### config.mk
export PLATFORM = sky130hd
export DESIGN_NAME = scancode_line_editor
export DESIGN_NICKNAME = d
export VERILOG_FILES = /design/src/rtl/sle_pkg.sv /design/src/rtl/sle_front.sv /design/src/rtl/sle_queue.sv /design/src/rtl/sle_back.sv /design/src/rtl/scancode_line_editor.sv
export SDC_FILE = /design/constraint.sdc
export NUM_CORES = 1
export LEC_CHECK = 0
export ABC_AREA = 1
export BUFFER_PORTS_ARGS = -buffer_cell sky130_fd_sc_hd__clkbuf_2
export CAP_MARGIN = 5
export CORE_MARGIN = 2
export CORE_UTILIZATION = 45
export CTS_CLUSTER_DIAMETER = 120
export DETAILED_ROUTE_END_ITERATION = 8
export PLACE_DENSITY_LB_ADDON = 0.3
export SYNTH_ARGS = -nofsm -noshare
export SYNTH_HDL_FRONTEND = slang
export SYNTH_HIERARCHICAL = 1
export SYNTH_SLANG_ARGS = --single-unit
### constraint.sdc
create_clock -name clk -period 2.1 [get_ports clk]
set_clock_uncertainty 0.05 [all_clocks]
set_input_delay 0.105 -clock clk [delete_from_list [all_inputs] [get_ports clk]]
set_output_delay 0.105 -clock clk [all_outputs]
set_load 0.005 [all_outputs]
### src/rtl/sle_pkg.sv
package sle_pkg;

  localparam int unsigned SC_ROM_SIZE   = 58;
  localparam int unsigned ROM_IDX_W     = 6;
  localparam logic [7:0]  CH_BACKSPACE  = 8'h08;
  localparam logic [7:0]  CH_NEWLINE    = 8'h0A;
  localparam logic [7:0]  MAX_LEN_RESET = 8'd255;
  localparam int unsigned QUEUE_DEPTH   = 2;

  // Result kinds as they appear on the output channel.
  typedef enum logic [1:0] {
    EV_NONE  = 2'd0,
    EV_STORE = 2'd1,
    EV_ERASE = 2'd2,
    EV_END   = 2'd3
  } ev_kind_t;

  // What the front part decided an accepted scan code means.
  typedef enum logic [1:0] {
    CMD_NONE,
    CMD_CHAR,
    CMD_BACKSPACE,
    CMD_NEWLINE
  } cmd_kind_t;

  typedef struct packed {
    cmd_kind_t  kind;
    logic [7:0] ch;
  } cmd_entry_t;

  // Set-1 make code to character map; entry 0 first.
  localparam logic [7:0] SC_ROM [SC_ROM_SIZE] = '{
    8'h00, 8'h1B, 8'h31, 8'h32, 8'h33, 8'h34, 8'h35, 8'h36, 8'h37, 8'h38,
    8'h39, 8'h30, 8'h29, 8'h3D, 8'h08, 8'h09, 8'h61, 8'h7A, 8'h65, 8'h72,
    8'h74, 8'h79, 8'h75, 8'h69, 8'h6F, 8'h70, 8'h22, 8'h5D, 8'h0A, 8'h00,
    8'h71, 8'h73, 8'h64, 8'h66, 8'h67, 8'h68, 8'h6A, 8'h6B, 8'h6C, 8'h5D,
    8'h25, 8'h2A, 8'h00, 8'h00, 8'h77, 8'h78, 8'h63, 8'h76, 8'h62, 8'h6E,
    8'h3B, 8'h6D, 8'h3A, 8'h21, 8'h00, 8'h2A, 8'h00, 8'h20
  };

  function automatic logic [7:0] map_code(input logic [7:0] code);
    logic [7:0] ch;
    ch = 8'h00;
    if (code < 8'(SC_ROM_SIZE)) begin
      ch = SC_ROM[code[ROM_IDX_W-1:0]];
    end
    return ch;
  endfunction

endpackage

### src/rtl/sle_front.sv
module sle_front (
  input  logic                clk,
  input  logic                rst_n,
  input  logic                accept,
  input  logic [7:0]          scan_byte,
  output sle_pkg::cmd_entry_t cmd
);

  logic [7:0] prev_make_r;
  logic [7:0] prev_make_nxt;
  logic       is_release;
  logic       is_repeat;
  logic [7:0] ch;

  assign is_release = scan_byte[7];
  assign is_repeat  = (scan_byte == prev_make_r);
  assign ch         = sle_pkg::map_code(scan_byte);

  always_comb begin
    prev_make_nxt = prev_make_r;
    if (accept) begin
      if (is_release) begin
        prev_make_nxt = 8'h00;
      end else if (!is_repeat) begin
        prev_make_nxt = scan_byte;
      end
    end
  end

  always_comb begin
    cmd.ch = ch;
    if (is_release || is_repeat || ch == 8'h00) begin
      cmd.kind = sle_pkg::CMD_NONE;
    end else if (ch == sle_pkg::CH_NEWLINE) begin
      cmd.kind = sle_pkg::CMD_NEWLINE;
    end else if (ch == sle_pkg::CH_BACKSPACE) begin
      cmd.kind = sle_pkg::CMD_BACKSPACE;
    end else begin
      cmd.kind = sle_pkg::CMD_CHAR;
    end
  end

  always_ff @(posedge clk) begin
    if (!rst_n) begin
      prev_make_r <= 8'h00;
    end else begin
      prev_make_r <= prev_make_nxt;
    end
  end

endmodule

### src/rtl/sle_queue.sv
module sle_queue #(
  parameter int unsigned DEPTH = sle_pkg::QUEUE_DEPTH
) (
  input  logic                clk,
  input  logic                rst_n,
  input  logic                push,
  input  sle_pkg::cmd_entry_t push_data,
  output logic                full,
  input  logic                pop,
  output logic                not_empty,
  output sle_pkg::cmd_entry_t head
);

  localparam int unsigned PTR_W = (DEPTH > 1) ? $clog2(DEPTH) : 1;
  localparam int unsigned CNT_W = $clog2(DEPTH + 1);

  sle_pkg::cmd_entry_t slots_r [DEPTH];
  logic [PTR_W-1:0]    wr_ptr_r, wr_ptr_nxt;
  logic [PTR_W-1:0]    rd_ptr_r, rd_ptr_nxt;
  logic [CNT_W-1:0]    count_r, count_nxt;

  assign full      = (count_r == CNT_W'(DEPTH));
  assign not_empty = (count_r != '0);
  assign head      = slots_r[rd_ptr_r];

  always_comb begin
    wr_ptr_nxt = wr_ptr_r;
    rd_ptr_nxt = rd_ptr_r;
    count_nxt  = count_r;
    if (push) begin
      wr_ptr_nxt = (wr_ptr_r == PTR_W'(DEPTH - 1)) ? '0 : wr_ptr_r + 1'b1;
    end
    if (pop) begin
      rd_ptr_nxt = (rd_ptr_r == PTR_W'(DEPTH - 1)) ? '0 : rd_ptr_r + 1'b1;
    end
    if (push && !pop) begin
      count_nxt = count_r + 1'b1;
    end else if (pop && !push) begin
      count_nxt = count_r - 1'b1;
    end
  end

  always_ff @(posedge clk) begin
    if (!rst_n) begin
      wr_ptr_r <= '0;
      rd_ptr_r <= '0;
      count_r  <= '0;
    end else begin
      wr_ptr_r <= wr_ptr_nxt;
      rd_ptr_r <= rd_ptr_nxt;
      count_r  <= count_nxt;
    end
  end

  always_ff @(posedge clk) begin
    if (push) begin
      slots_r[wr_ptr_r] <= push_data;
    end
  end

`ifndef SYNTH
  a_no_overflow: assert property (@(posedge clk) disable iff (!rst_n)
    full |-> !push) else $error("queue written while full");
  a_no_underflow: assert property (@(posedge clk) disable iff (!rst_n)
    !not_empty |-> !pop) else $error("queue read while empty");
  a_count_step: assert property (@(posedge clk) disable iff (!rst_n)
    (push && pop) |=> $stable(count_r)) else $error("count moved on push and pop");
`endif

endmodule

### src/rtl/sle_back.sv
module sle_back (
  input  logic                clk,
  input  logic                rst_n,
  input  logic                cfg_wr_en,
  input  logic [7:0]          cfg_wr_data,
  input  logic                cmd_valid,
  input  sle_pkg::cmd_entry_t cmd,
  output logic                cmd_pop,
  output logic                out_valid,
  input  logic                out_ready,
  output sle_pkg::ev_kind_t   event_kind,
  output logic [7:0]          char_out,
  output logic [7:0]          buffer_index
);

  logic [7:0]        max_len_r;
  logic [7:0]        pos_r, pos_nxt;
  logic              out_valid_r, out_valid_nxt;
  sle_pkg::ev_kind_t kind_r, kind_nxt;
  logic [7:0]        char_r, char_nxt;
  logic [7:0]        idx_r, idx_nxt;

  assign cmd_pop = cmd_valid && (!out_valid_r || out_ready);

  always_comb begin
    pos_nxt  = pos_r;
    kind_nxt = sle_pkg::EV_NONE;
    char_nxt = 8'h00;
    idx_nxt  = 8'h00;
    unique case (cmd.kind)
      sle_pkg::CMD_CHAR: begin
        if (pos_r < max_len_r) begin
          kind_nxt = sle_pkg::EV_STORE;
          char_nxt = cmd.ch;
          idx_nxt  = pos_r;
          pos_nxt  = pos_r + 8'd1;
        end
      end
      sle_pkg::CMD_NEWLINE: begin
        kind_nxt = sle_pkg::EV_END;
        idx_nxt  = pos_r;
        pos_nxt  = 8'h00;
      end
      sle_pkg::CMD_BACKSPACE: begin
        if (pos_r != 8'h00) begin
          kind_nxt = sle_pkg::EV_ERASE;
          idx_nxt  = pos_r - 8'd1;
          pos_nxt  = pos_r - 8'd1;
        end
      end
      sle_pkg::CMD_NONE: begin
      end
      default: begin
      end
    endcase
  end

  always_comb begin
    out_valid_nxt = out_valid_r;
    if (cmd_pop) begin
      out_valid_nxt = 1'b1;
    end else if (out_ready) begin
      out_valid_nxt = 1'b0;
    end
  end

  always_ff @(posedge clk) begin
    if (!rst_n) begin
      max_len_r   <= sle_pkg::MAX_LEN_RESET;
      pos_r       <= 8'h00;
      out_valid_r <= 1'b0;
    end else begin
      if (cfg_wr_en) begin
        max_len_r <= cfg_wr_data;
      end
      if (cmd_pop) begin
        pos_r <= pos_nxt;
      end
      out_valid_r <= out_valid_nxt;
    end
  end

  always_ff @(posedge clk) begin
    if (cmd_pop) begin
      kind_r <= kind_nxt;
      char_r <= char_nxt;
      idx_r  <= idx_nxt;
    end
  end

  assign out_valid    = out_valid_r;
  assign event_kind   = kind_r;
  assign char_out     = char_r;
  assign buffer_index = idx_r;

`ifndef SYNTH
  a_store_advances: assert property (@(posedge clk) disable iff (!rst_n)
    (cmd_pop && kind_nxt == sle_pkg::EV_STORE) |=> (pos_r == $past(pos_r) + 8'd1))
    else $error("store did not advance the position");
  a_end_clears: assert property (@(posedge clk) disable iff (!rst_n)
    (cmd_pop && kind_nxt == sle_pkg::EV_END) |=> (pos_r == 8'h00))
    else $error("line end did not clear the position");
  a_pos_holds: assert property (@(posedge clk) disable iff (!rst_n)
    !cmd_pop |=> $stable(pos_r)) else $error("position moved without a command");
  a_char_only_on_store: assert property (@(posedge clk) disable iff (!rst_n)
    (out_valid_r && kind_r != sle_pkg::EV_STORE) |-> (char_r == 8'h00))
    else $error("character present on a non-store result");
`endif

endmodule

### src/rtl/scancode_line_editor.sv
// Channel   Direction  Handshake             Contents
// in_       slave      in_tvalid/in_tready   scan_byte
// out_      master     out_tvalid/out_tready event_kind, char_out, buffer_index
// cfg_      write      cfg_wr_en             max_line_length
//
// One scan code per cycle is sustained while results are taken; a result passes
// through the queue into the output register and is held there until taken.
// The front classifies each code in the cycle it is accepted; the back applies
// it to the line position when it leaves the two-entry queue.
// Reset clears the remembered make code, the queue, the line position and the
// output valid flag, and sets the line limit to 255. A stalled output fills the queue,
// after which in_tready drops until a result is taken.
module scancode_line_editor #(
  parameter int unsigned QUEUE_DEPTH = sle_pkg::QUEUE_DEPTH
) (
  input  logic        clk,
  input  logic        rst_n,
  input  logic        in_tvalid,
  output logic        in_tready,
  input  logic [7:0]  in_tdata,    // [7:0] scan_byte
  output logic        out_tvalid,
  input  logic        out_tready,
  output logic [23:0] out_tdata,   // [1:0] event_kind, [9:2] char_out,
                                   // [17:10] buffer_index, [23:18] zero
  input  logic        cfg_wr_en,
  input  logic [7:0]  cfg_wr_data  // max_line_length
);

  sle_pkg::cmd_entry_t front_cmd;
  sle_pkg::cmd_entry_t queue_head;
  sle_pkg::ev_kind_t   event_kind;
  logic                queue_full;
  logic                queue_not_empty;
  logic                queue_pop;
  logic                in_accept;
  logic [7:0]          char_out;
  logic [7:0]          buffer_index;

  // Every accepted code produces exactly one queue entry, even when it
  // turns out to mean nothing, so that each transaction gets one result.
  assign in_tready = !queue_full;
  assign in_accept = in_tvalid && in_tready;

  sle_front u_front (
    .clk       (clk),
    .rst_n     (rst_n),
    .accept    (in_accept),
    .scan_byte (in_tdata),
    .cmd       (front_cmd)
  );

  sle_queue #(
    .DEPTH (QUEUE_DEPTH)
  ) u_queue (
    .clk       (clk),
    .rst_n     (rst_n),
    .push      (in_accept),
    .push_data (front_cmd),
    .full      (queue_full),
    .pop       (queue_pop),
    .not_empty (queue_not_empty),
    .head      (queue_head)
  );

  // The back owns the line position and the limit register.
  sle_back u_back (
    .clk          (clk),
    .rst_n        (rst_n),
    .cfg_wr_en    (cfg_wr_en),
    .cfg_wr_data  (cfg_wr_data),
    .cmd_valid    (queue_not_empty),
    .cmd          (queue_head),
    .cmd_pop      (queue_pop),
    .out_valid    (out_tvalid),
    .out_ready    (out_tready),
    .event_kind   (event_kind),
    .char_out     (char_out),
    .buffer_index (buffer_index)
  );

  assign out_tdata = {6'b0, buffer_index, char_out, event_kind};

endmodule

==> summary.md <==
| Metric | Value |
|---|---|
| Status | completed |
| Register Area | 1720 um^2 |
| Die X | 103 um |
| FF-to-FF path depth | 8 |
| Crit path cell chain | inv_1 -> ha_1 -> nand4_1 -> nand2_1 -> a21oi_4 -> nand3_1 -> nand2_1 -> nor2_1 |
| Busiest grt layer | met2 |
| Clock Path Buffers | 2 |
| Die Ht | 103 um |
| Filler Cell Count | 939 |
| VDD IR max | 0.431 mV |
| First-pass GRT wire length | 16400 um |
| Setup-failing EPs final | 0 |
| WL final | 9750 um |
| Final Critical Period | 1.85 ns |
| Placed Instance Area | 4730 um^2 |
| Flop2flop setup slack | 0.25 ns |
| DP Cell Count | 754 |
| Clock Sinks | 67 |
| Power, Total | 5800 uW |
| Critical path's most frequent cell | nand2_1 |
| WP data arrival | 2.04 ns |
| Core area | 9680 um^2 |
| Fin util | 51.9% |
| Cell internal pwr | 3450 uW |
| Syn avg cell area | 7.55 um^2 |
| Final Cycle Share | 88.2% |
| Clock Power Share | 19.1% |
| CTS tree | yes |
| Number of synthesized flops with an enable pin | 38 |
| Multi-input gate area | 2200 um^2 |
| Final HPWL DP | 7130 um |
| Layout cells sized above 1 | 18.9% |
| Final Max Tran Viols | 0 |
| Largest net degree at the start of global routing | 21 |
| Fmax | 0.540 GHz |
| Worst hold path class | in2reg |
| Sequential element share of the synthesized area | 38.8% |
| Commonest cells after routing, fill and taps aside | nand2_1, inv_1, nand3_1, nor2_1, clkbuf_2 |
| Initial antenna violation count | 0 |
| Crit-path max cell delay | 0.49 ns |
| Row count | 36 |
| Total Routing Usage GR | 19.7% |
| GR Util met2 | 32.3% |
| Commonest non-fill, non-tap cell in the layout | nand2_1 |
| Sw Share | 40.6% |
| Number of nets still failing antenna checks after routing | 0 |
| R2r endpoint | u_back/pos_r[4]$_SDFFE_PN0P_ |
| Pleak | 0.00250 uW |
| GP Congestion | 0.868 |
| RSZ-0062 raised after global routing | false |
| Power Density | 1150 nW/um^2 |
| Depth of the CTS H-tree | 3 |
| Critical path depth | 8 |
| CTS clk-pin slew, worst paths | 0.08 ns |
| Final Instance Area | 5030 um^2 |
| GR Util met3 | 3.56% |
| Synth warnings | 6 |
| Mapped Area | 4440 um^2 |
| Vias in the first global route | 3419 |
| Setup Crit Path Kind | reg2reg |
| Layout Nets | 681 |
| CTS Buf Count | 9 |
| Initial core utilization | 45.8% |
| CP startpoint kind | flip-flop |
| Psw | 2350 uW |
| Resize count post-CTS | 0 |
| CP bufs+invs | 1 |
| Top Ports | 47 |
| Seq cells post-synth | 67 |
| CTS root buffer | clkbuf_8 |
| Grt met1 use | 26.8% |
| Routed WL per cell | 12.5 um |
| Crit path from | u_back/pos_r[1]$_SDFFE_PN0P_ |
| Synthesis-to-layout area growth | 13.2% |
| Reg-to-Reg Start | u_back/pos_r[1]$_SDFFE_PN0P_ |
| Slowest-stage cell, CP | dfxtp_1 |
| Power share of the combinational group | 45.3% |
| Worst Setup EP | u_back/pos_r[4]$_SDFFE_PN0P_ |
| Critical Path Sink Type | flip-flop |
| GRT Residual Overflow | 0 |
| Synth cell types | 34 |
| Syn Inst Count | 588 |
| CP Data Required Time | 2.29 ns |
| DR vias/cell | 4.92 |
| 1st-iter DRT viols | 191 |
| Remaining DRCs | 0 |
| Crit-path max FO | 16 |
| Antenna Cells | 0 |
| Final Non-Filler Cells | 780 |
| Top Family by Delay on Critical Path | flip-flops |
| Hold buffer count at CTS | 10 |
| Number of port buffers | 40 |
| Ys async rst share | 0% |
| Reg power frac | 35.6% |
| Die area | 10700 um^2 |
| Clk Latency, worst-skew pair | 0.35 ns |
| Via count | 3840 |
| Post-CTS Setup Inserts | 0 |
| Setup TNS | 0 ns |
| Pre-Repair DR Iteration Count | 5 |
| Max_cap viols | 0 |
| Synth Flop Type | edfxtp_1 |
| Fin. Hold Viols | 0 |
tightest hold or removal path, cell delays in order:
cell,delay (ns)
clkbuf_2,0.12
nor2_4,0.07
nand2_1,0.05
a21oi_1,0.05
logic make-up after synthesis:
logic type      count (synthesis)  synth area share (%)
other cells                     2                 0.169
buf+inv                       112                  12.1
compound gates                 63                  7.67
xor+xnor                        8                  1.58
fa+ha+maj                      18                  5.07
simple gates                  308                  31.2
flops                          67                  38.8
mux                            10                  3.38
sequential cells by signal, summed over array words and instances, names as in the netlist, named ones only:
name	count
u_back/char_out	8
u_back/event_kind	2
u_queue/slots_r	20
u_queue/wr_ptr_r	1
u_back/pos_r	8
u_queue/rd_ptr_r	1
u_front/prev_make_r	7
u_back/max_len_r	8
u_queue/count_r	2
u_back/out_valid	1
u_back/buffer_index	8
metal layers:
| layer | vias up | part of all wire [%] |
|---|---|---|
| li1 | 1988 | - |
| met1 | 1733 | 46 |
| met2 | 107 | 48 |
| met3 | 12 | 5.2 |
| met4 | 0 | 1.1 |
| met5 | - | 0 |
worst min path at each step:
stage	startpoint	end	slack, ns	cells after the start
floorplan	rst_n	u_queue/wr_ptr_r$_SDFFE_PN0P_	0.18	2
global placement	cfg_wr_data[6]	u_back/max_len_r[6]$_SDFFE_PN1P_	0.27	3
CTS	in_tdata[7]	u_front/prev_make_r[1]$_SDFFE_PN0P_	0.04	4
detailed placement	cfg_wr_data[6]	u_back/max_len_r[6]$_SDFFE_PN1P_	0.28	3
finish	in_tdata[7]	u_front/prev_make_r[1]$_SDFFE_PN0P_	0.05	4
global route	in_tdata[7]	u_front/prev_make_r[4]$_SDFFE_PN0P_	0.06	4
metrics by stage:
step / setup slack, ns / hold slack, ns
floorplan: 0.317 / 0.176
global placement: 0.264 / 0.272
detailed placement: 0.234 / 0.279
CTS: 0.273 / 0.0374
global route: 0.0976 / 0.0585
finish: 0.248 / 0.0454
cell usage after synthesis (3+ instances only):
master	n	share of area [%]
nor2_2	5	0.70
nand2_2	11	1.6
ha_1	18	5.1
nand2_4	3	0.76
o21ai_0	21	2.4
buf_4	13	2.2
buf_2	8	0.90
mux2_4	10	3.4
nand3_1	70	7.9
a21oi_1	32	3.6
clkinv_1	3	0.25
edfxtp_1	38	26
nor2_1	51	4.3
inv_1	73	6.2
nand4_1	5	0.70
nand3_2	8	1.8
o21ai_1	4	0.45
buf_6	5	1.3
inv_2	6	0.51
dfxtp_1	29	13
nand2_1	152	13
xor2_1	7	1.4
power by group through the flow:
stage          Sequential (uW)  Combinational (uW)  Clock [uW]
2_1_floorplan             2070                1980           0
3_3_place_gp              2090                2550           0
3_5_place_dp              2100                2610           0
4_1_cts                   2070                2640        1130
5_1_grt                   2110                3000        1190
6_report                  2070                2630        1110
cell type report:
| type | count | area share (%) |
|---|---|---|
| tap | 133 | 3.31 |
| clock inverter | 7 | 1.49 |
| timing repair buffer | 66 | 8.36 |
| sequential | 67 | 34.3 |
| multi-input combinational | 414 | 43.7 |
| clock buffer | 9 | 2.46 |
| inverter | 84 | 6.37 |
Power figures use the tool's default switching activity.
